<file path="src/rtl/keyframe_position_sampler_unit_defines.svh">
// ----------------------------------------------------------------------------
// Keyframe position sampler assertion macros
// Shared property shapes for the concurrent checks of the sampler modules.
// ----------------------------------------------------------------------------
`ifndef KEYFRAME_POSITION_SAMPLER_UNIT_DEFINES_SVH
`define KEYFRAME_POSITION_SAMPLER_UNIT_DEFINES_SVH

// Same-cycle implication, sampled on clk_i, quiet while rst_ni is low.
`define KPS_ASSERT_IMPL(lbl, ante, cons, msg) \
  lbl: assert property (@(posedge clk_i) disable iff (!rst_ni) (ante) |-> (cons)) \
    else $error(msg);

// Next-cycle implication, sampled on clk_i, quiet while rst_ni is low.
`define KPS_ASSERT_NEXT(lbl, ante, cons, msg) \
  lbl: assert property (@(posedge clk_i) disable iff (!rst_ni) (ante) |=> (cons)) \
    else $error(msg);

`endif

</file>
<file path="src/rtl/kps_ram.sv">
// ----------------------------------------------------------------------------
// Generic RAM
// One write port and one read port with registered read data.
// ----------------------------------------------------------------------------
module kps_ram #(
  parameter int unsigned WIDTH = 8,
  parameter int unsigned DEPTH = 16
) (
  input  logic                     clk_i,
  input  logic                     we_i,
  input  logic [$clog2(DEPTH)-1:0] waddr_i,
  input  logic [WIDTH-1:0]         wdata_i,
  input  logic [$clog2(DEPTH)-1:0] raddr_i,
  output logic [WIDTH-1:0]         rdata_o
);

  logic [WIDTH-1:0] mem_q [DEPTH];

  always_ff @(posedge clk_i) begin
    if (we_i) begin
      mem_q[waddr_i] <= wdata_i;
    end
    rdata_o <= mem_q[raddr_i];
  end

endmodule

</file>
<file path="config.mk">
export PLATFORM = sky130hd
export DESIGN_NAME = kps_ram
export DESIGN_NICKNAME = d
export VERILOG_FILES = /design/src/rtl/keyframe_position_sampler_unit_defines.svh /design/src/rtl/kps_ram.sv
export SDC_FILE = /design/constraint.sdc
export NUM_CORES = 1
export LEC_CHECK = 0
export ABC_AREA = 1
export BUFFER_PORTS_ARGS = -buffer_cell sky130_fd_sc_hd__buf_2
export CORE_ASPECT_RATIO = 2
export CORE_UTILIZATION = 49
export CTS_BUF_LIST = sky130_fd_sc_hd__clkbuf_16
export CTS_CLUSTER_DIAMETER = 60
export DETAILED_ROUTE_END_ITERATION = 7
export HOLD_SLACK_MARGIN = 0.1
export PLACE_DENSITY = 0.65
export SYNTH_ARGS = -nofsm -noshare
export SYNTH_HDL_FRONTEND = slang
export SYNTH_SLANG_ARGS = --single-unit
</file>
<file path="constraint.sdc">
create_clock -name clk_i -period 1.1 [get_ports clk_i]
set_clock_uncertainty 0.1 [all_clocks]
set_input_delay 0.055 -clock clk_i [delete_from_list [all_inputs] [get_ports clk_i]]
set_output_delay 0.055 -clock clk_i [all_outputs]
set_load 0.01 [all_outputs]
</file>
==> results by stage <==
Power:
- IR analysis of the VDD net gives a maximum drop of 1411 uV.
- Power spread over the standard cell area amounts to 1753 nW/um2.
- The leakage power total is 3.080 nW.

Logic synthesis:
- The synthesized flop and latch total is 136.
- Measured against the total synthesized area, the mux share comes to 0%.
- Summing the sequential cell areas from Yosys gives 69.43% of the chip area.
- The proportion of netlist area held by the largest area contributor is 66.65%.
- For this run, the leading register cell type out of synthesis is sky130_fd_sc_hd__edfxtp_1.
- The share of the synthesized area in compound gates (AO/OA/AOI/OAI) is 0%.
- Yosys attributes the largest share of cell area to sky130_fd_sc_hd__edfxtp_1, sky130_fd_sc_hd__nand2_1, sky130_fd_sc_hd__nand3_1.
- The most numerous cell in the Yosys netlist is sky130_fd_sc_hd__nand2_1.
- The top cell type by total area after synthesis is sky130_fd_sc_hd__edfxtp_1.
- The count of flip-flops with a built-in enable after synthesis is 128.
- Sorting the synthesized cells by how often they occur yields sky130_fd_sc_hd__nand2_1, sky130_fd_sc_hd__edfxtp_1, sky130_fd_sc_hd__inv_1.
- The number of standard cells after synthesis is 551.
- The average instance area after synthesis is 10.47 um2.
- The xor and xnor fraction of the mapped netlist area is 0%.
- During synthesis, Yosys emitted a total of 0 warnings.
- The combinational family with the most area after synthesis is simple AND/OR/NAND/NOR gates.
- The synthesized cell area is 5767 um2.
- Summing the areas of all and, or, nand and nor instances in the mapped netlist gives 21.05% of the synthesized area.
- Summing the areas of all fa, ha and maj instances in the mapped netlist gives 0% of the synthesized area.
- The count of distinct cell types in the synthesized netlist is 12.
- The share of flip-flops with an asynchronous set or reset is 0%.
- Counting every net in the synthesized netlist gives 569.

Global route:
- Entering global routing, the biggest net connects 65 pins.
- The residual overflow from global routing is 0.
- The number of antenna violations at the first check in global routing is 0.
- Across every metal layer, demand over resource in global routing totals 24.32%.
- The via count of the first global-routing pass is 4033.
- The first-pass GRT wire length is 21090 um.

Clock network:
- The clock tree from TritonCTS is yes.
- The clock insertion delay at the later pin of the skew report is 0.41 ns.
- The register clock-pin slew on the reported worst setup and hold paths is 0.06 ns.
- The clock root buffer master is sky130_fd_sc_hd__clkbuf_16.
- The number of clock sinks seen by CTS is 136.
- In this run the deepest clock path goes through 2 buffers.
- The number of H-tree levels is 4.
- The total clock buffers created by CTS is 17.

Placement:
- Once placement completed, the tool counted placed cells totaling 719.
- The HPWL after detailed placement is 8804 um.
- The routability congestion estimate from global placement is 0.9269.
- The count of input and output buffers is 25.

Layout:
- Cells with a size suffix above 1 make up 20.52% of the layout.
- 0 antenna diodes ended up in the layout.
- The synthesis-to-layout area growth is 22.91%.
- The layout has 938 filler cells.
- The final-stage net count is 624.
- The final standard cell count with taps included and fillers excluded is 761.

Critical path:
- The biggest fanout along the worst timing path is 9.
- The critical path is of the input pin to flop type.
- The worst setup path is launched from an input pin.
- Walking the worst path, the cells encountered are dlygate4sd3_1 -> clkbuf_4 -> clkinvlp_4 -> nand3_2 -> nand2_2.
- The standard cell with the maximum stage delay on the critical path is sky130_fd_sc_hd__dlygate4sd3_1.
- The worst setup path is captured at a flop.
- At the worst endpoint, the arrival time is 1.29 ns.
- For this run, the slowest stage of the critical path takes 0.52 ns.
- The critical path required time is 1.30 ns.

Timing:
- For the pin with the worst max-slew slack, the measured transition is 0.4286 ns.
- The final count of pins violating max slew is 0.
- The final critical-path required period is 1.088 ns.
- Setup repair after global routing could not meet its margin everywhere.
- The hold violation total from the final report was 0.
- In the finished design, the share of the clock period the worst path needs comes to 98.87%.
- The total negative setup slack is 0 ns.
- The worst pin sits at a relative slew slack of 71.43%.
- The total of endpoints with negative setup slack in the final report is 0.
- For this run, the top clock speed supported by timing is 919.5 MHz.

Outcome:
- The run finished with clean final reports.

Floorplanning:
- The core region is 11350 um2.
- The floorplan step defined a die boundary enclosing 12230 um2.
- The die span in y is 155.4 um.
- Once the floorplan was initialized, standard cells occupied 50.79% of the core.
- The number of top-level design ports is 26.
- From left edge to right edge, the die measures 78.71 um.
- The site row count is 55.

Routing:
- The detail route stage leaves a number of antenna-violating nets equal to 0.
- The wire length per cell is 17.84 um.
- The vias after detailed routing is 3950.
- The post-detailed-route DRC marker count is 0.
- The number of design-rule violations left by the first detailed-router iteration is 281.
- The detailed-router iteration count before antenna repair is 5.
- After detailed routing, the total wire length is 13580 um.
- After detailed routing, the number of vias per cell comes to 5.191.

Min path:
- The class of the worst hold path is input pin to flop.

Run:
- Across the run, the number of max-cap violations was 0.
-- per-layer routing --
layer / share of wire (%) / track usage (%) / routed length (um)
met1: 36 / 24.87 / 4920
met3: 3.2 / 4.516 / 441
met5: 0 / 0 / 0
met4: 4.1 / 15.17 / 557
met2: 56 / 44.35 / 7658
-- what timing repair did --
action                                  CTS  global route
endpoints found under the setup margin    4             8
hold buffers                             10             0
endpoints found under the hold margin   136             0
buffers inserted                          0             0
resized for setup                        10            38
pin swaps                                 4            17
-- through the flow --
step                setup WS [ns]  hold WS, ns  cell area [um2]  power [W]  util [%]
global route             -0.02089       0.1571             7088    0.01277     62.42
finish                    0.01240       0.1282             7088    0.01242     62.42
global placement          -0.2048       0.3266             6166   0.006683     54.30
detailed placement        -0.1995       0.3266             6166   0.006708     54.30
floorplan               -0.005845      0.05387             5767   0.006354         -
CTS                     -0.006815       0.1189             6919    0.01244     60.94
-- cell type report --
cell class                 count  area [um2]  share of cell area [%]
timing repair buffer          60       490.5                   6.920
multi-input combinational    289        1426                   20.12
clock inverter                15       177.7                   2.507
clock buffer                  17       425.4                   6.002
inverter                     102       386.6                   5.455
sequential                   136        4004                   56.49
tap                          142       177.7                   2.507
-- cell usage in the layout, fill, tap and decap left out, drive strengths merged --
cell type	synthesis	routed
clkinvlp	0	4
dlygate4sd3	0	10
nand2	173	173
nand3	97	97
clkbuf	0	18
nor2	17	17
dfxtp	8	8
inv	102	106
buf	24	49
clkinv	0	4
edfxtp	128	128
nand3b	2	2
bufinv	0	3
-- worst max-delay path: cells and delay by family --
kind / cells / cell delay [ns]
and+or+nand+nor: 2 / 0.23
buffers and inverters: 3 / 0.98
-- flip-flops by register name, indices dropped and copies added, names as in the netlist --
| register | cells |
|---|---|
| mem_q | 128 |
| rdata_o | 8 |
-- cells by family after synthesis --
group	after synthesis
buf+inv	126
flops	136
simple gates	289
-- worst paths after layout --
check	start	end	slack, ns	cells after the start
max	raddr_i[3]	rdata_o[0]	0.01	5
min	raddr_i[2]	rdata_o[4]	0.13	6
max reg2reg	mem_q[15][7]	rdata_o[7]	0.03	6
min reg2reg	mem_q[12][2]	rdata_o[2]	0.55	6
-- where the power goes --
group	internal, W	switching [W]
combinational	0.000291	0.000574
sequential	0.00579	0.0000335
clock	0.00357	0.00216
total	0.00966	0.00277
No activity file was read; power rests on OpenSTA's default activity.
