===== config.mk =====
export PLATFORM = sky130hd
export DESIGN_NAME = kps_front
export DESIGN_NICKNAME = d
export VERILOG_FILES = /design/src/rtl/keyframe_position_sampler_unit_defines.svh /design/src/rtl/kps_pkg.sv /design/src/rtl/kps_front.sv
export SDC_FILE = /design/constraint.sdc
export NUM_CORES = 1
export LEC_CHECK = 0
export ABC_CLOCK_PERIOD_IN_PS = 7600
export BUFFER_PORTS_ARGS = -buffer_cell sky130_fd_sc_hd__buf_2
export CORE_ASPECT_RATIO = 0.75
export CORE_MARGIN = 5
export CORE_UTILIZATION = 35
export DETAILED_ROUTE_END_ITERATION = 6
export GPL_ROUTABILITY_DRIVEN = 0
export GPL_TIMING_DRIVEN = 0
export PLACE_DENSITY = 0.69
export RECOVER_POWER = 25
export SETUP_SLACK_MARGIN = 0.2
export SKIP_CTS_REPAIR_TIMING = 1
export SLEW_MARGIN = 40
export SYNTH_ARGS = -nofsm -noshare
export SYNTH_HDL_FRONTEND = slang
export SYNTH_SLANG_ARGS = --single-unit

===== constraint.sdc =====
create_clock -name clk_i -period 7.6 [get_ports clk_i]
set_input_delay 0.76 -clock clk_i [delete_from_list [all_inputs] [get_ports clk_i]]
set_output_delay 0.76 -clock clk_i [all_outputs]
set_load 0.005 [all_outputs]

===== src/rtl/keyframe_position_sampler_unit_defines.svh =====
// ----------------------------------------------------------------------------
// Keyframe position sampler assertion macros
// Shared property shapes for the concurrent checks of the sampler modules.
// ----------------------------------------------------------------------------
`ifndef KEYFRAME_POSITION_SAMPLER_UNIT_DEFINES_SVH
`define KEYFRAME_POSITION_SAMPLER_UNIT_DEFINES_SVH

// Same-cycle implication, sampled on clk_i, quiet while rst_ni is low.
`define KPS_ASSERT_IMPL(lbl, ante, cons, msg) \
  lbl: assert property (@(posedge clk_i) disable iff (!rst_ni) (ante) |-> (cons)) \
    else $error(msg);

// Next-cycle implication, sampled on clk_i, quiet while rst_ni is low.
`define KPS_ASSERT_NEXT(lbl, ante, cons, msg) \
  lbl: assert property (@(posedge clk_i) disable iff (!rst_ni) (ante) |=> (cons)) \
    else $error(msg);

`endif


===== src/rtl/kps_pkg.sv =====
// ----------------------------------------------------------------------------
// Keyframe position sampler package
// Shared types, field widths and codes of the sampler.
// ----------------------------------------------------------------------------
package kps_pkg;

  localparam int unsigned FrameW = 24;
  localparam int unsigned PosW   = 32;
  localparam int unsigned IndexW = 6;
  localparam int unsigned CountW = 7;
  localparam int unsigned DivNumW = 57;
  localparam int unsigned DivCntW = 6;

  // Configuration register indexes.
  localparam logic [1:0] REG_KEY_COUNT = 2'd0;
  localparam logic [1:0] REG_REST_X    = 2'd1;
  localparam logic [1:0] REG_REST_Y    = 2'd2;
  localparam logic [1:0] REG_REST_Z    = 2'd3;

  // Input selector values.
  localparam logic FUNC_WRITE  = 1'b0;
  localparam logic FUNC_SAMPLE = 1'b1;

  // Result case codes.
  localparam logic [1:0] CASE_REST   = 2'd0;
  localparam logic [1:0] CASE_BEFORE = 2'd1;
  localparam logic [1:0] CASE_AFTER  = 2'd2;
  localparam logic [1:0] CASE_INTERP = 2'd3;

  // One stored key.
  typedef struct packed {
    logic signed [PosW-1:0] z;
    logic signed [PosW-1:0] y;
    logic signed [PosW-1:0] x;
    logic [FrameW-1:0]      frame;
  } key_t;

  // Classified command handed from the front to the back.
  typedef struct packed {
    logic              is_sample;
    logic [IndexW-1:0] key_index;
    logic [FrameW-1:0] frame;
    logic signed [PosW-1:0] x;
    logic signed [PosW-1:0] y;
    logic signed [PosW-1:0] z;
  } cmd_t;

  typedef struct packed {
    logic               start;
    logic [DivNumW-1:0] mag;
    logic [FrameW-1:0]  den;
  } div_req_t;

  typedef struct packed {
    logic               done;
    logic [DivNumW-1:0] quot;
    logic               rem_nz;
  } div_rsp_t;

endpackage


===== src/rtl/kps_front.sv =====
// ----------------------------------------------------------------------------
// Sampler front end
// Accepts input beats, classifies them and queues commands for the back end.
// ----------------------------------------------------------------------------
module kps_front #(
  parameter int unsigned MAX_KEYS = 64
) (
  input  logic                          clk_i,
  input  logic                          rst_ni,
  input  logic                          s_valid_i,
  output logic                          s_ready_o,
  input  logic                          func_i,
  input  logic [kps_pkg::IndexW-1:0]    key_index_i,
  input  logic [kps_pkg::FrameW-1:0]    key_frame_i,
  input  logic signed [kps_pkg::PosW-1:0] key_x_i,
  input  logic signed [kps_pkg::PosW-1:0] key_y_i,
  input  logic signed [kps_pkg::PosW-1:0] key_z_i,
  input  logic [kps_pkg::FrameW-1:0]    sample_frame_i,
  output logic                          q_valid_o,
  output kps_pkg::cmd_t                 q_data_o,
  input  logic                          q_pop_i
);
  import kps_pkg::*;

  cmd_t       entry_q [2];
  logic       wr_ptr_q, rd_ptr_q;
  logic [1:0] count_q;
  logic       keep, push;
  cmd_t       cmd;

  // Writes to slots beyond the track are accepted and dropped here.
  assign keep = (func_i == FUNC_SAMPLE) || (32'(key_index_i) < MAX_KEYS);

  always_comb begin
    cmd.is_sample = (func_i == FUNC_SAMPLE);
    cmd.key_index = key_index_i;
    cmd.frame     = (func_i == FUNC_SAMPLE) ? sample_frame_i : key_frame_i;
    cmd.x         = key_x_i;
    cmd.y         = key_y_i;
    cmd.z         = key_z_i;
  end

  assign s_ready_o = (count_q != 2'd2);
  assign push      = s_valid_i && s_ready_o && keep;
  assign q_valid_o = (count_q != 2'd0);
  assign q_data_o  = entry_q[rd_ptr_q];

  always_ff @(posedge clk_i) begin
    if (push) begin
      entry_q[wr_ptr_q] <= cmd;
    end
  end

  always_ff @(posedge clk_i or negedge rst_ni) begin
    if (!rst_ni) begin
      wr_ptr_q <= 1'b0;
      rd_ptr_q <= 1'b0;
      count_q  <= 2'd0;
    end else begin
      if (push) begin
        wr_ptr_q <= ~wr_ptr_q;
      end
      if (q_pop_i) begin
        rd_ptr_q <= ~rd_ptr_q;
      end
      count_q <= count_q + 2'(push) - 2'(q_pop_i);
    end
  end

endmodule


==> metrics.txt <==
status=completed; final setup fails=0; Post-Syn Instances=439; Setup WS post-layout=5.02 ns; GRT Total Usage=0.125; Die Area=31,300 µm²; Port-buffer cells=283; Final Power=4650 µW; f_max=387 MHz; P_sw=1260 µW; largest cells by area after synthesis=edfxtp_1 78%, mux2_2 17%, clkbuf_8 1.4%; critical path launch point type=flip-flop; wire length of the first global-routing pass=31,100 µm; compound-gate portion of the synthesized area=0.00154; most frequent cell after synthesis=edfxtp_1; H-tree depth=1; Int Pwr=3390 µW; die height=154 µm; Synth Flop Type=edfxtp_1; top cells by count, synth=254 x edfxtp_1, 151 x mux2_2, 10 x clkbuf_8, 5 x buf_6, 4 x dfrtp_1; part of the Yosys area used for sequential elements=0.794; initial antenna violation count=2; Initial Util=0.358; pre-CTS WS=5.31 ns; via count=5,141; DIE WIDTH=203 µm; vias in the first global route=5,483; syn_nets=595; non-filler cells, final=1,132; Max VDD drop=0.195 mV; main combinational cell family by area after synthesis=multiplexers; DR vias/cell=4.54; WL final=20,700 µm; DRC Markers=0; DRT antenna net count=0; multiplexer share of the synthesized area=0.175; combinational share of power=0.305; Max-slew headroom=0.771; dpl cell area=11,900 µm²; clock skew=0.00873 ns; clock sinks=258; critical path fanouts, max=10; clock share of power=0.263; asr flop ratio synth=0.0155; max-slew violation count=0; setup repair after global routing missed its margin=false; Clk pin slew, worst setup/hold paths=0.06 ns; Critical Path RT=6.84 ns; Yosys top cell by area=edfxtp_1; root cell of the clock tree=clkbuf_16; post-synthesis cell type count=18; P per Cell Area=367 nW/µm²; core area=27,200 µm²; share of post-route cells with drive strength above 1=0.624; Reg power frac=0.432; clock buffer depth=3; area delta synth->final=30.1%; Synth Area in Simple Gates=0.00347; cell area after layout=12,700 µm²; Inserted Clock Buffers=27; number of synthesized flops with an enable pin=254; Crit path arrival time=1.82 ns; Post-Synth XOR/XNOR Area=0.00360; count of final hold-check violations=0; worst slew pin tran=0.342 ns; Leakage=0.00473 µW; Synth Warn #=0; Final Critical Period=2.58 ns; post-synthesis average cell area=22.2 µm²; I/O pins=284; total gr overflow=0; critical path class=reg2out; detailed router's first-iteration violation count=180; final hold slack=0.0704 ns; maxcap violations=0; post-DP HPWL=14,700 µm; crit path capture type=primary output; TritonCTS clock tree=yes; Final Cycle Share=0.340; Row Count=52; Switching Fraction=0.271; adder-cell area share of the yosys netlist=0.00129; routed len/inst=18.3 µm; Hold Crit Class=in2async; placed cells=1,085; pin count of the biggest net entering global routing=34; Synth Register Bits=258; share of the synthesized area in the top cell type=0.784; TritonRoute pass-1 iters=5; clk_lat worst skew=0.52 ns; nets@finish=919; synthesized area=9730 µm²
==> cells in the final DEF (no fill, tap or decap) <==
cell        count
nor3b_1         1
buf_16          5
clkbuf_1       23
buf_6           5
buf_4           1
a21oi_1         1
nand2b_1        1
buf_2         265
bufinv_16       2
xnor2_1         3
or2_2           1
buf_8           3
mux2_2        151
clkinvlp_4      3
a21bo_2         1
clkinv_1        3
xor2_1          1
edfxtp_1      254
dfrtp_1         4
clkbuf_16      27
buf_12          4
and3_4          1
clkbuf_8       10
nor2_4          1
nand2_1         1
diode_2         1
ha_1            1
clkinv_2        7
==> path summary, 6_finish.rpt <==
path                           startpoint               to  slack (ns)  depth (start not counted)
hold reg to reg                count_q[0]       count_q[0]        0.56                          1
hold / removal                     rst_ni       count_q[1]        0.07                          1
setup reg to reg               count_q[0]  entry_q[0][106]        5.66                          6
min in group clk_i         key_index_i[0]  entry_q[0][120]        0.43                          1
setup / recovery                 rd_ptr_q     q_data_o[57]        5.02                          4
max in group asynchronous          rst_ni         wr_ptr_q        7.34                          1
==> worst max-delay path, cell delays in order, from the launching register on <==
cell,delay (ns)
dfrtp_1,0.37
buf_6,0.21
clkbuf_8,0.22
mux2_2,0.34
buf_2,0.15
==> kinds of logic after synthesis <==
family	after synthesis
xor gates and xnor gates	4
buffers and inverters	17
adders and majority gates	1
DFF	258
AOI/OAI and AO/OA	2
and+or+nand+nor	6
muxes	151
==> per-stage QoR <==
step | util | setup TNS [ns]
global placement | 0.426 | -337.85
CTS | 0.466 | 0
floorplan | - | 0
detailed placement | 0.436 | 0
global route | 0.465 | 0
finish | 0.465 | 0
==> power by group through the flow <==
stage | registers, µW | clock network, µW | logic, µW
4_1_cts | 2010 | 1270 | 1460
3_3_place_gp | 2130 | 0 | 1330
6_report | 2010 | 1220 | 1420
3_5_place_dp | 2040 | 0 | 1450
2_1_floorplan | 2080 | 0 | 777
5_1_grt | 2030 | 1320 | 1540
==> layout make-up <==
| type | count | area, µm² |
|---|---|---|
| Sequential cell | 258 | 7730 |
| Tap cell | 351 | 439 |
| Buffer | 17 | 206 |
| Timing Repair Buffer | 295 | 1660 |
| Fill cell | 2373 | 14500 |
| Antenna cell | 1 | 2.50 |
| Clock buffer | 31 | 691 |
| Clock inverter | 15 | 129 |
| Multi-Input combinational cell | 164 | 1810 |
==> state kept, by name, summed over array words and instances (netlist names) <==
signal / flops
entry_q: 254
count_q: 2
rd_ptr_q: 1
wr_ptr_q: 1
==> metal layers <==
| metal | up-vias | wire [µm] | GRT usage |
|---|---|---|---|
| met3 | 35 | 1770 | 0.0456 |
| met5 | - | 13 | 0 |
| met1 | 2538 | 8390 | 0.152 |
| met4 | 2 | 467 | 0.0320 |
| met2 | 179 | 10000 | 0.214 |
| li1 | 2387 | - | - |
(Power assumes the default switching activity.)
