--- config.mk ---
export PLATFORM = sky130hd
export DESIGN_NAME = kps_div
export DESIGN_NICKNAME = d
export VERILOG_FILES = /design/src/rtl/keyframe_position_sampler_unit_defines.svh /design/src/rtl/kps_pkg.sv /design/src/rtl/kps_div.sv
export SDC_FILE = /design/constraint.sdc
export NUM_CORES = 1
export LEC_CHECK = 0
export ABC_CLOCK_PERIOD_IN_PS = 4820
export BUFFER_PORTS_ARGS = -buffer_cell sky130_fd_sc_hd__buf_2
export CAP_MARGIN = 20
export CORE_AREA = 3 3 127 129
export CTS_CLUSTER_DIAMETER = 200
export DETAILED_ROUTE_END_ITERATION = 8
export DIE_AREA = 0 0 130 132
export GPL_ROUTABILITY_DRIVEN = 0
export SLEW_MARGIN = 0
export SYNTH_ARGS = -nofsm -noshare
export SYNTH_HDL_FRONTEND = slang
export SYNTH_SLANG_ARGS = --single-unit
--- constraint.sdc ---
create_clock -name clk_i -period 4.82 [get_ports clk_i]
set_input_delay 0.964 -clock clk_i [delete_from_list [all_inputs] [get_ports clk_i]]
set_output_delay 0.964 -clock clk_i [all_outputs]
set_load 0.1 [all_outputs]
--- src/rtl/keyframe_position_sampler_unit_defines.svh ---
// ----------------------------------------------------------------------------
// Keyframe position sampler assertion macros
// Shared property shapes for the concurrent checks of the sampler modules.
// ----------------------------------------------------------------------------
`ifndef KEYFRAME_POSITION_SAMPLER_UNIT_DEFINES_SVH
`define KEYFRAME_POSITION_SAMPLER_UNIT_DEFINES_SVH

// Same-cycle implication, sampled on clk_i, quiet while rst_ni is low.
`define KPS_ASSERT_IMPL(lbl, ante, cons, msg) \
  lbl: assert property (@(posedge clk_i) disable iff (!rst_ni) (ante) |-> (cons)) \
    else $error(msg);

// Next-cycle implication, sampled on clk_i, quiet while rst_ni is low.
`define KPS_ASSERT_NEXT(lbl, ante, cons, msg) \
  lbl: assert property (@(posedge clk_i) disable iff (!rst_ni) (ante) |=> (cons)) \
    else $error(msg);

`endif

--- src/rtl/kps_pkg.sv ---
// ----------------------------------------------------------------------------
// Keyframe position sampler package
// Shared types, field widths and codes of the sampler.
// ----------------------------------------------------------------------------
package kps_pkg;

  localparam int unsigned FrameW = 24;
  localparam int unsigned PosW   = 32;
  localparam int unsigned IndexW = 6;
  localparam int unsigned CountW = 7;
  localparam int unsigned DivNumW = 57;
  localparam int unsigned DivCntW = 6;

  // Configuration register indexes.
  localparam logic [1:0] REG_KEY_COUNT = 2'd0;
  localparam logic [1:0] REG_REST_X    = 2'd1;
  localparam logic [1:0] REG_REST_Y    = 2'd2;
  localparam logic [1:0] REG_REST_Z    = 2'd3;

  // Input selector values.
  localparam logic FUNC_WRITE  = 1'b0;
  localparam logic FUNC_SAMPLE = 1'b1;

  // Result case codes.
  localparam logic [1:0] CASE_REST   = 2'd0;
  localparam logic [1:0] CASE_BEFORE = 2'd1;
  localparam logic [1:0] CASE_AFTER  = 2'd2;
  localparam logic [1:0] CASE_INTERP = 2'd3;

  // One stored key.
  typedef struct packed {
    logic signed [PosW-1:0] z;
    logic signed [PosW-1:0] y;
    logic signed [PosW-1:0] x;
    logic [FrameW-1:0]      frame;
  } key_t;

  // Classified command handed from the front to the back.
  typedef struct packed {
    logic              is_sample;
    logic [IndexW-1:0] key_index;
    logic [FrameW-1:0] frame;
    logic signed [PosW-1:0] x;
    logic signed [PosW-1:0] y;
    logic signed [PosW-1:0] z;
  } cmd_t;

  typedef struct packed {
    logic               start;
    logic [DivNumW-1:0] mag;
    logic [FrameW-1:0]  den;
  } div_req_t;

  typedef struct packed {
    logic               done;
    logic [DivNumW-1:0] quot;
    logic               rem_nz;
  } div_rsp_t;

endpackage

--- src/rtl/kps_div.sv ---
// ----------------------------------------------------------------------------
// Sampler divider
// Restoring unsigned divider, one quotient bit per cycle.
// ----------------------------------------------------------------------------
module kps_div (
  input  logic              clk_i,
  input  logic              rst_ni,
  input  kps_pkg::div_req_t req_i,
  output kps_pkg::div_rsp_t rsp_o
);
  import kps_pkg::*;

  logic               busy_q, done_q;
  logic [DivCntW-1:0] cnt_q;
  logic [FrameW-1:0]  rem_q, den_q;
  logic [DivNumW-1:0] quot_q;
  logic [FrameW:0]    shifted, diff;
  logic               fits;

  assign shifted = {rem_q, quot_q[DivNumW-1]};
  assign diff    = shifted - {1'b0, den_q};
  assign fits    = (shifted >= {1'b0, den_q});

  always_ff @(posedge clk_i) begin
    if (req_i.start) begin
      quot_q <= req_i.mag;
      den_q  <= req_i.den;
      rem_q  <= '0;
    end else if (busy_q) begin
      rem_q  <= fits ? diff[FrameW-1:0] : shifted[FrameW-1:0];
      quot_q <= {quot_q[DivNumW-2:0], fits};
    end
  end

  always_ff @(posedge clk_i or negedge rst_ni) begin
    if (!rst_ni) begin
      busy_q <= 1'b0;
      done_q <= 1'b0;
      cnt_q  <= '0;
    end else begin
      done_q <= 1'b0;
      if (req_i.start) begin
        busy_q <= 1'b1;
        cnt_q  <= '0;
      end else if (busy_q) begin
        cnt_q <= cnt_q + 1'b1;
        if (cnt_q == DivCntW'(DivNumW - 1)) begin
          busy_q <= 1'b0;
          done_q <= 1'b1;
        end
      end
    end
  end

  assign rsp_o.done   = done_q;
  assign rsp_o.quot   = quot_q;
  assign rsp_o.rem_nz = |rem_q;

endmodule

==> flow_summary.json, run 1 <==
{
  "cts_root_buffer": "sky130_fd_sc_hd__clkbuf_16",
  "drt-vias-per-instance": 5.26,
  "critical_path.startpoint_type": "register",
  "cts_repair_resizes": 0,
  "final_hold_viol_count": 0,
  "crit_path_end_kind": "register",
  "max_slew_margin_pct": 49.2,
  "antenna_found_initial": 0,
  "post-cts-setup-buffers": 0,
  "max_vdd_drop_mv": 0.316,
  "cts_inserted_buffers": 17,
  "synthCells": 533,
  "drtIter0Drc": 366,
  "critical_path_endpoint": "rem_q[16]",
  "antenna_cells": 0,
  "synthTopCellsByArea": "sky130_fd_sc_hd__edfxtp_1 (41%), sky130_fd_sc_hd__mux2_2 (11%), sky130_fd_sc_hd__dfxtp_1 (8.0%)",
  "timing.reg2reg.worst_path_depth": 11,
  "cts_hold_buffers": 0,
  "drive_gt1_share_pct": 35.6,
  "min_path_type": "in2async",
  "cts_max_path_buffers": 2,
  "power_switching_mw": 1.76,
  "worst_setup_hold_path_clk_slew_ps": 60,
  "comb_power_share_pct": 40.7,
  "ys.warnings.count": 0,
  "power_report.internal_total_mw": 2.46,
  "drtAntennaViolNets": 0,
  "fp-row-count": 45,
  "finalSetupViolations": 0,
  "critical_path.reg2reg.startpoint": "quot_q[56]",
  "worst-setup-path-type": "reg2reg",
  "floorplan.io_pins": 143,
  "unrepaired_setup_endpoints_after_global_routing": "false",
  "final-max-slew-violation-count": 0,
  "mappedNetlistNets": 644,
  "grt.overflow.total": 0,
  "ys_types": 56,
  "leak_nw": 3.19,
  "wl_um": 15100,
  "dp.cells": 845,
  "share_clk_of_total_power_pct": 28.0,
  "post_synth_most_frequent_cells": "sky130_fd_sc_hd__edfxtp_1 (81), sky130_fd_sc_hd__mux2_2 (59), sky130_fd_sc_hd__nand2_1 (48)",
  "worst_setup_path_startpoint": "quot_q[56]",
  "power.density_nw_per_um2": 568,
  "final.setup_skew_ps": 8.92,
  "synth.cell_area_um2": 5990,
  "synth_top_cell_by_area": "sky130_fd_sc_hd__edfxtp_1",
  "clock-sinks": 113,
  "cts-htree-levels": 4,
  "grt_pass1_vias": 4762,
  "area.growth.synth_to_final_pct": 24.0,
  "p_seq_share_pct": 31.3,
  "routed-via-count": 4609,
  "wl_per_cell_um": 17.2,
  "io_buffer_count": 142,
  "die_w_um": 130,
  "post-route-min-period_ps": 3120,
  "asyncSetResetFlopFracSynth_pct": 7.08,
  "worst_skew_pair.late_latency_ps": 410,
  "chipHeight_um": 132,
  "syn_area_per_cell_um2": 11.2,
  "ys_seq_elements": 113,
  "yosys.cell_count.top_type": "sky130_fd_sc_hd__edfxtp_1",
  "yosysSeqAreaShare_pct": 51.9,
  "max_freq_mhz": 321,
  "r2r_slack_ps": 1700,
  "netSwitchingFraction_pct": 41.6,
  "tritoncts": "built",
  "crit_fanout": 4,
  "layout_net_count": 788,
  "core_region_area_um2": 15100,
  "post-route-drc-count": 0,
  "detail_route.first_pass.iterations": 5,
  "setup_tns_ps": 0,
  "result_of_the_run": "finished, final reports clean",
  "place.detailed.hpwl_um": 10800,
  "grt_start_max_net_pins": 61,
  "layoutNonFillerInstCount": 876,
  "maxCapViolCount": 0,
  "critPathArrivalTime_ps": 3430,
  "post-synth-top-area-fraction_pct": 40.6,
  "ys.flop_type": "sky130_fd_sc_hd__edfxtp_1",
  "grt_first_pass_wirelength_um": 24500,
  "worstPathRequired_ps": 5130,
  "design.die.area_um2": 17200,
  "post-route-period-util_pct": 64.7,
  "finalHoldWorstSlack_ps": 386,
  "worst-slew-pin-transition_ps": 762,
  "rr_endpoint": "rem_q[16]",
  "synth_enable_flop_cells": 81,
  "gr-usage-all-layers_pct": 18.1,
  "starting_density_of_the_core_pct": 39.6
}
==> stage by stage <==
step           area (um2)  power, mW  util [%]  worst slack, ps
6_report             7430       4.22      49.1             1700
5_1_grt              7430       4.44      49.1             1560
4_1_cts              7420       4.23      49.0             1820
3_5_place_dp         6870       3.04      45.4             1850
3_3_place_gp         6870       3.03      45.4             1840
2_1_floorplan        5990       2.69         -             1690
==> cells by family after synthesis <==
family                     Yosys count  synth area share [%]
AOI/OAI and AO/OA                  103                  11.6
muxes                               67                  12.4
adders and majority gates           27                  5.76
buffers and inverters               58                  3.97
DFF                                113                  51.9
and+or+nand+nor                    145                  11.4
xor gates and xnor gates            20                  2.92
==> critical path, stage by stage (launching register included) <==
cell and delay, ps:
sky130_fd_sc_hd__edfxtp_1 400, sky130_fd_sc_hd__inv_1 80, sky130_fd_sc_hd__ha_1 180, sky130_fd_sc_hd__fa_1 230, sky130_fd_sc_hd__nor2b_1 80, sky130_fd_sc_hd__o31ai_1 520
sky130_fd_sc_hd__a21oi_1 210, sky130_fd_sc_hd__a211oi_1 520, sky130_fd_sc_hd__o21ai_0 240, sky130_fd_sc_hd__xor2_1 200, sky130_fd_sc_hd__nand2_1 70, sky130_fd_sc_hd__a311oi_1 290
==> per-layer routing <==
metal  wire, um  global-route usage [%]  vias up  share of wire [%]
met5          0                       0        -                  0
met4        205                    5.20        0                1.4
met3       1290                    7.50       15                8.6
met2       6640                    26.7      190                 44
met1       6920                    24.4     2156                 46
li1           -                       -     2248                  -
==> state kept, by name, summed over array words and instances, names as in the netlist <==
signal  flops
busy_q      1
cnt_q       6
den_q      24
done_q      1
quot_q     57
rem_q      24
==> power by group through the flow <==
| stage | combinational, mW | sequential [mW] | clock (mW) |
|---|---|---|---|
| 2_1_floorplan | 0.974 | 1.71 | 0 |
| 3_3_place_gp | 1.69 | 1.33 | 0 |
| 3_5_place_dp | 1.70 | 1.34 | 0 |
| 4_1_cts | 1.71 | 1.32 | 1.20 |
| 5_1_grt | 1.85 | 1.34 | 1.25 |
| 6_report | 1.72 | 1.32 | 1.18 |
==> worst min-delay path by stage <==
stage	from	end	slack, ps	cells past startpoint
6_report	rst_ni	done_q	390	1
5_1_grt	rst_ni	cnt_q[1]	390	1
4_1_cts	rst_ni	cnt_q[2]	380	1
3_5_place_dp	rem_q[4]	rem_q[4]	490	2
3_3_place_gp	rem_q[4]	rem_q[4]	480	2
2_1_floorplan	rem_q[4]	rem_q[4]	460	2
==> layout make-up <==
cell class / count / area [um2]
Clock buffer: 19 / 433
Clock inverter: 11 / 118
Fill cell: 1381 / 7710
Inverter: 35 / 131
Multi-Input combinational cell: 362 / 2640
Sequential cell: 113 / 3110
Tap cell: 188 / 235
Timing Repair Buffer: 148 / 758
==> placed cells by master (no fill, tap or decap), drive strengths merged, types with 8 or more instances in the layout <==
| master | count |
|---|---|
| xnor2 | 11 |
| mux2 | 59 |
| xor2 | 9 |
| nor2 | 35 |
| ha | 26 |
| nand3 | 15 |
| nand2 | 49 |
| dfxtp | 24 |
| inv | 35 |
| o21ai | 24 |
| a21oi | 31 |
| edfxtp | 81 |
| mux2i | 8 |
| buf | 148 |
| dfrtp | 8 |
| clkbuf | 19 |
No activity file was read; power rests on OpenSTA's default activity.
==> inputs of run 2 (changes only) <==
ABC_CLOCK_PERIOD_IN_PS = 2700   (was 4820)
clock period = 2.7 ns   (was 4.82 ns; I/O delays follow)
==> flow_summary.json, run 2 (synthesized netlist as in run 1, its figures left out) <==
{
  "multiInputGateArea_um2": 2830,
  "power.density_nw_per_um2": 1060,
  "final-max-slew-violation-count": 0,
  "final_common_cell": "sky130_fd_sc_hd__buf_2",
  "worstPathRequired_ps": 3060,
  "hold_path_cells": 1,
  "drtAntennaViolNets": 0,
  "drt-vias-per-instance": 5.26,
  "worst_skew_pair.late_latency_ps": 420,
  "core_region_area_um2": 15100,
  "routed-via-count": 4866,
  "timing.final.ws_setup_ps": 75.6,
  "layout_net_count": 835,
  "most_flop_heavy_register": "quot_q",
  "ff_latch_area_um2": 3110,
  "floorplan.io_pins": 143,
  "grt_pass1_vias": 5107,
  "starting_density_of_the_core_pct": 39.6,
  "io_buffer_count": 142,
  "grt_first_pass_wirelength_um": 26300,
  "max_slew_margin_pct": 61.7,
  "drive_gt1_share_pct": 43.6,
  "post-route-period-util_pct": 97.2,
  "cts_max_path_buffers": 2,
  "met2_grt_util_pct": 30.4,
  "critPathArrivalTime_ps": 2990,
  "design.die.area_um2": 17200,
  "setup_tns_ps": 0,
  "detail_route.first_pass.iterations": 4,
  "worst_setup_hold_path_clk_slew_ps": 50,
  "cp_top_family": "compound AO/OA/AOI/OAI gates",
  "worst-slew-pin-transition_ps": 574,
  "drtIter0Drc": 352,
  "final_hold_viol_count": 0,
  "gr-usage-all-layers_pct": 19.5,
  "globalRouteMet3Util_pct": 8.83,
  "wl_um": 16200,
  "r2r_slack_ps": 80,
  "grt-busiest-layer": "met2",
  "cell_by_cell_trace_of_the_critical_path": "inv_1 > ha_4 > a21oi_1 > o22ai_1 > o32a_4 > buf_4 > a21boi_4 > o21ai_1 > a221oi_2 > mux2_4 > nand3_2",
  "grt_start_max_net_pins": 59,
  "largest_reg_flops": 57,
  "cts_root_buffer": "sky130_fd_sc_hd__clkbuf_16",
  "result_of_the_run": "finished, final reports clean",
  "critical_path.startpoint_type": "register",
  "max_vdd_drop_mv": 0.536,
  "critical_path.n_buffers_inverters": 2,
  "crit_path_largest_cell_delay_ps": 400,
  "worst-setup-path-type": "reg2reg",
  "final.setup_skew_ps": 18.9,
  "crit_fanout": 6,
  "unrepaired_setup_endpoints_after_global_routing": "true",
  "post-route-drc-count": 0,
  "finalHoldWorstSlack_ps": 296,
  "clock-sinks": 113,
  "die_w_um": 130,
  "max_freq_mhz": 381,
  "cts-htree-levels": 4,
  "maxCapViolCount": 0,
  "leading_cell_types_in_the_layout_fill_and_taps_excluded": "sky130_fd_sc_hd__buf_2 (141), sky130_fd_sc_hd__edfxtp_1 (81), sky130_fd_sc_hd__mux2_2 (57), sky130_fd_sc_hd__nand2_1 (47), sky130_fd_sc_hd__buf_4 (43)",
  "grt.overflow.total": 0,
  "area.growth.synth_to_final_pct": 36.1,
  "crit_path_top_delay_cell": "sky130_fd_sc_hd__o32a_4",
  "crit_path_end_kind": "register",
  "leak_nw": 3.54,
  "tritoncts": "built",
  "use_met1_pct": 24.3,
  "post-route-min-period_ps": 2620,
  "antenna_found_initial": 0,
  "finish.utilization_pct": 53.9,
  "wl_per_cell_um": 17.5,
  "chipHeight_um": 132,
  "totalPowerFinal_mw": 8.62,
  "critical_path_depth": 11,
  "fillCellCount": 1300,
  "fp-row-count": 45,
  "top_regs": "quot_q: 57 flops, den_q: 24 flops, rem_q: 24 flops",
  "pre_cts_ws_ps": -49.3,
  "place.detailed.hpwl_um": 11700,
  "cts_inserted_buffers": 17,
  "finalSetupViolations": 0,
  "antenna_cells": 0,
  "timing.reg2reg.worst_path_depth": 11,
  "min_path_type": "in2reg"
}
## run 2: cell type report
type                    instances  area share, %
clock inverters                10           2.53
repair buffers                195           14.6
multi-input cells             362           34.7
flip-flops and latches        113           38.2
clock buffers                  22           5.45
inverters                      35           1.66
well taps                     188           2.88
## run 2: power by group
part	internal (mW)	switching (mW)
registers	2.14	0.194
logic	1.39	2.37
clock network	1.73	0.796
total	5.26	3.36
## run 2: timing repair
item                                    CTS  global route
setup buffers                             3             2
gates cloned                              1             1
pin swaps                                10             9
hold endpoints to repair                  8             0
endpoints found under the setup margin   19            25
hold buffers                              1             0
resized for setup                        20            21
## run 2: metal layers
metal / part of all wire, % / wire [um]
met5: 0 / 0
met4: 1.2 / 193
met3: 8.9 / 1440
met1: 43 / 6980
met2: 47 / 7590
## run 2: through the flow
stage | area [um2] | cells
after floorplan | 6050 | 533
after global placement | 7240 | 885
after detailed placement | 7240 | 885
after CTS | 8040 | 922
after global routing | 8160 | 925
final | 8160 | 925
## run 2: worst paths after layout
kind,start,end
max,den_q[6],rem_q[23]
min,req_i[15],den_q[15]
max reg2reg,den_q[6],rem_q[23]
min reg2reg,rem_q[14],rem_q[15]
max in group asynchronous,rst_ni,cnt_q[0]
min in group asynchronous,rst_ni,cnt_q[3]
==> inputs of run 3 (changes only) <==
ABC_CLOCK_PERIOD_IN_PS = 2450   (was 2700)
clock period = 2.45 ns   (was 2.7 ns; I/O delays follow)
==> flow_summary.json, run 3 (synthesized netlist as in run 1, its figures left out) <==
{
  "cell_by_cell_trace_of_the_critical_path": "inv_2 > ha_4 > nand3b_1 > a2111oi_4 > o32a_2 > nand2_2 > o41ai_4 > buf_6 > clkbuf_16 > o21ai_0 > o21ai_0 > a21oi_1",
  "post-route-period-util_pct": 103,
  "starting_density_of_the_core_pct": 39.6,
  "multiInputGateArea_um2": 3160,
  "drt-vias-per-instance": 5.30,
  "floorplan.io_pins": 143,
  "tritoncts": "built",
  "cp_top_family": "compound AO/OA/AOI/OAI gates",
  "leading_cell_types_in_the_layout_fill_and_taps_excluded": "sky130_fd_sc_hd__buf_2 (140), sky130_fd_sc_hd__edfxtp_1 (81), sky130_fd_sc_hd__buf_4 (81), sky130_fd_sc_hd__mux2_2 (57), sky130_fd_sc_hd__nand2_1 (38)",
  "routed-via-count": 5105,
  "fp-row-count": 45,
  "violations": "setup timing",
  "grt.overflow.total": 0,
  "power.density_nw_per_um2": 1130,
  "setup_tns_ps": -808,
  "final.setup_skew_ps": 8.55,
  "io_buffer_count": 142,
  "maxCapViolCount": 0,
  "antenna_found_initial": 0,
  "worst_skew_pair.late_latency_ps": 420,
  "finish.utilization_pct": 57.5,
  "layout_net_count": 873,
  "most_flop_heavy_register": "quot_q",
  "wl_per_cell_um": 17.8,
  "netSwitchingFraction_pct": 41.4,
  "min_path_type": "in2reg",
  "power_report.internal_total_mw": 5.75,
  "gr-usage-all-layers_pct": 20.1,
  "p_seq_share_pct": 26.4,
  "drtAntennaViolNets": 0,
  "max_freq_mhz": 397,
  "cts_inserted_buffers": 17,
  "place.detailed.hpwl_um": 12000,
  "critPathArrivalTime_ps": 2820,
  "post-route-drc-count": 0,
  "core_region_area_um2": 15100,
  "critical_path.startpoint_type": "register",
  "power_switching_mw": 4.06,
  "cts_max_path_buffers": 2,
  "crit_fanout": 6,
  "finalSetupViolations": 23,
  "chipHeight_um": 132,
  "crit_path_end_kind": "register",
  "timing.final.ws_setup_ps": -71.4,
  "ff_latch_area_um2": 3110,
  "worst-slew-pin-transition_ps": 627,
  "top_regs": "quot_q: 57 flops, den_q: 24 flops, rem_q: 24 flops",
  "wl_um": 17100,
  "final-max-slew-violation-count": 0,
  "result_of_the_run": "finished with violations",
  "grt_pass1_vias": 5333,
  "critical_path.n_buffers_inverters": 3,
  "detail_route.first_pass.iterations": 5,
  "antenna_cells": 0,
  "worst_setup_hold_path_clk_slew_ps": 60,
  "post-route-min-period_ps": 2520,
  "unrepaired_setup_endpoints_after_global_routing": "true",
  "grt_start_max_net_pins": 50,
  "max_slew_margin_pct": 58.2,
  "share_clk_of_total_power_pct": 24.0,
  "worstPathRequired_ps": 2750,
  "grt_first_pass_wirelength_um": 26800,
  "fillCellCount": 1229,
  "design.die.area_um2": 17200,
  "crit_path_largest_cell_delay_ps": 370,
  "critical_path.most_common_cell": "sky130_fd_sc_hd__o21ai_0",
  "cts_root_buffer": "sky130_fd_sc_hd__clkbuf_16",
  "cts-htree-levels": 4,
  "final_common_cell": "sky130_fd_sc_hd__buf_2",
  "die_w_um": 130,
  "leak_nw": 3.72,
  "crit_path_top_delay_cell": "sky130_fd_sc_hd__a2111oi_4",
  "largest_reg_flops": 57,
  "max_vdd_drop_mv": 0.663,
  "area.growth.synth_to_final_pct": 45.3,
  "final_hold_viol_count": 0,
  "worst-setup-path-type": "reg2reg",
  "comb_power_share_pct": 49.6,
  "drtIter0Drc": 314,
  "drive_gt1_share_pct": 53.2,
  "clock-sinks": 113
}
[run 3: layer usage]
layer | global-route usage, % | share of wire [%] | wire (um) | vias to the layer above
li1 | - | - | - | 2431
met1 | 24.9 | 42 | 7180 | 2434
met2 | 31.1 | 47 | 8020 | 203
met3 | 8.43 | 8.6 | 1470 | 37
met4 | 7.74 | 2.5 | 427 | 0
met5 | 0 | 0 | 0 | -
[run 3: layout make-up]
class	count	share of cell area (%)
clock buffer	17	4.89
tap	188	2.70
clock inverter	15	1.57
multi-input combinational	362	36.3
inverter	35	1.58
sequential	113	35.8
timing repair buffer	233	17.2
[run 3: power by group through the flow]
| stage | Sequential, mW | Combinational [mW] | Clock (mW) |
|---|---|---|---|
| floorplan | 3.37 | 1.84 | 0 |
| global placement | 2.57 | 3.92 | 0 |
| detailed placement | 2.57 | 3.95 | 0 |
| CTS | 2.57 | 4.28 | 2.41 |
| global route | 2.63 | 5.16 | 2.50 |
| finish | 2.59 | 4.86 | 2.36 |
[run 3: path summary, 6_finish.rpt]
| kind | slack [ps] | end | depth (start not counted) | from |
|---|---|---|---|---|
| setup / recovery | -70 | rem_q[22] | 12 | den_q[2] |
| hold / removal | 240 | den_q[5] | 1 | req_i[5] |
| setup reg to reg | -70 | rem_q[22] | 12 | den_q[2] |
| hold reg to reg | 530 | rem_q[12] | 2 | rem_q[12] |
| max in group asynchronous | 1830 | cnt_q[5] | 2 | rst_ni |
| min in group asynchronous | 440 | cnt_q[1] | 2 | rst_ni |
[run 3: repair_timing]
action / 4_1_cts / 5_1_grt
endpoints found under the setup margin: 26 / 26
pin swaps: 14 / 38
resized for setup: 42 / 70
gates cloned: 0 / 2
endpoints found under the hold margin: 8 / 0
hold buffers: 1 / 0
buffers inserted: 8 / 8
[run 3: worst register-to-register path, delay by kind of cell, from the launching register on]
| kind | cells | cell delay (ps) |
|---|---|---|
| AOI/OAI and AO/OA | 6 | 1100 |
| buffers and inverters | 3 | 430 |
| DFF | 1 | 340 |
| adders and majority gates | 1 | 290 |
| and+or+nand+nor | 2 | 250 |
[run 3: stage by stage]
stage | worst slack, ps | area, um2 | hold slack [ps] | total power, mW | instances
floorplan | -594 | 6050 | 194 | 5.21 | 533
global placement | -133 | 7430 | 341 | 6.49 | 912
detailed placement | -245 | 7430 | 348 | 6.52 | 912
CTS | -157 | 8290 | 217 | 9.27 | 953
global route | -223 | 8710 | 214 | 10.3 | 963
finish | -71.4 | 8710 | 243 | 9.81 | 963
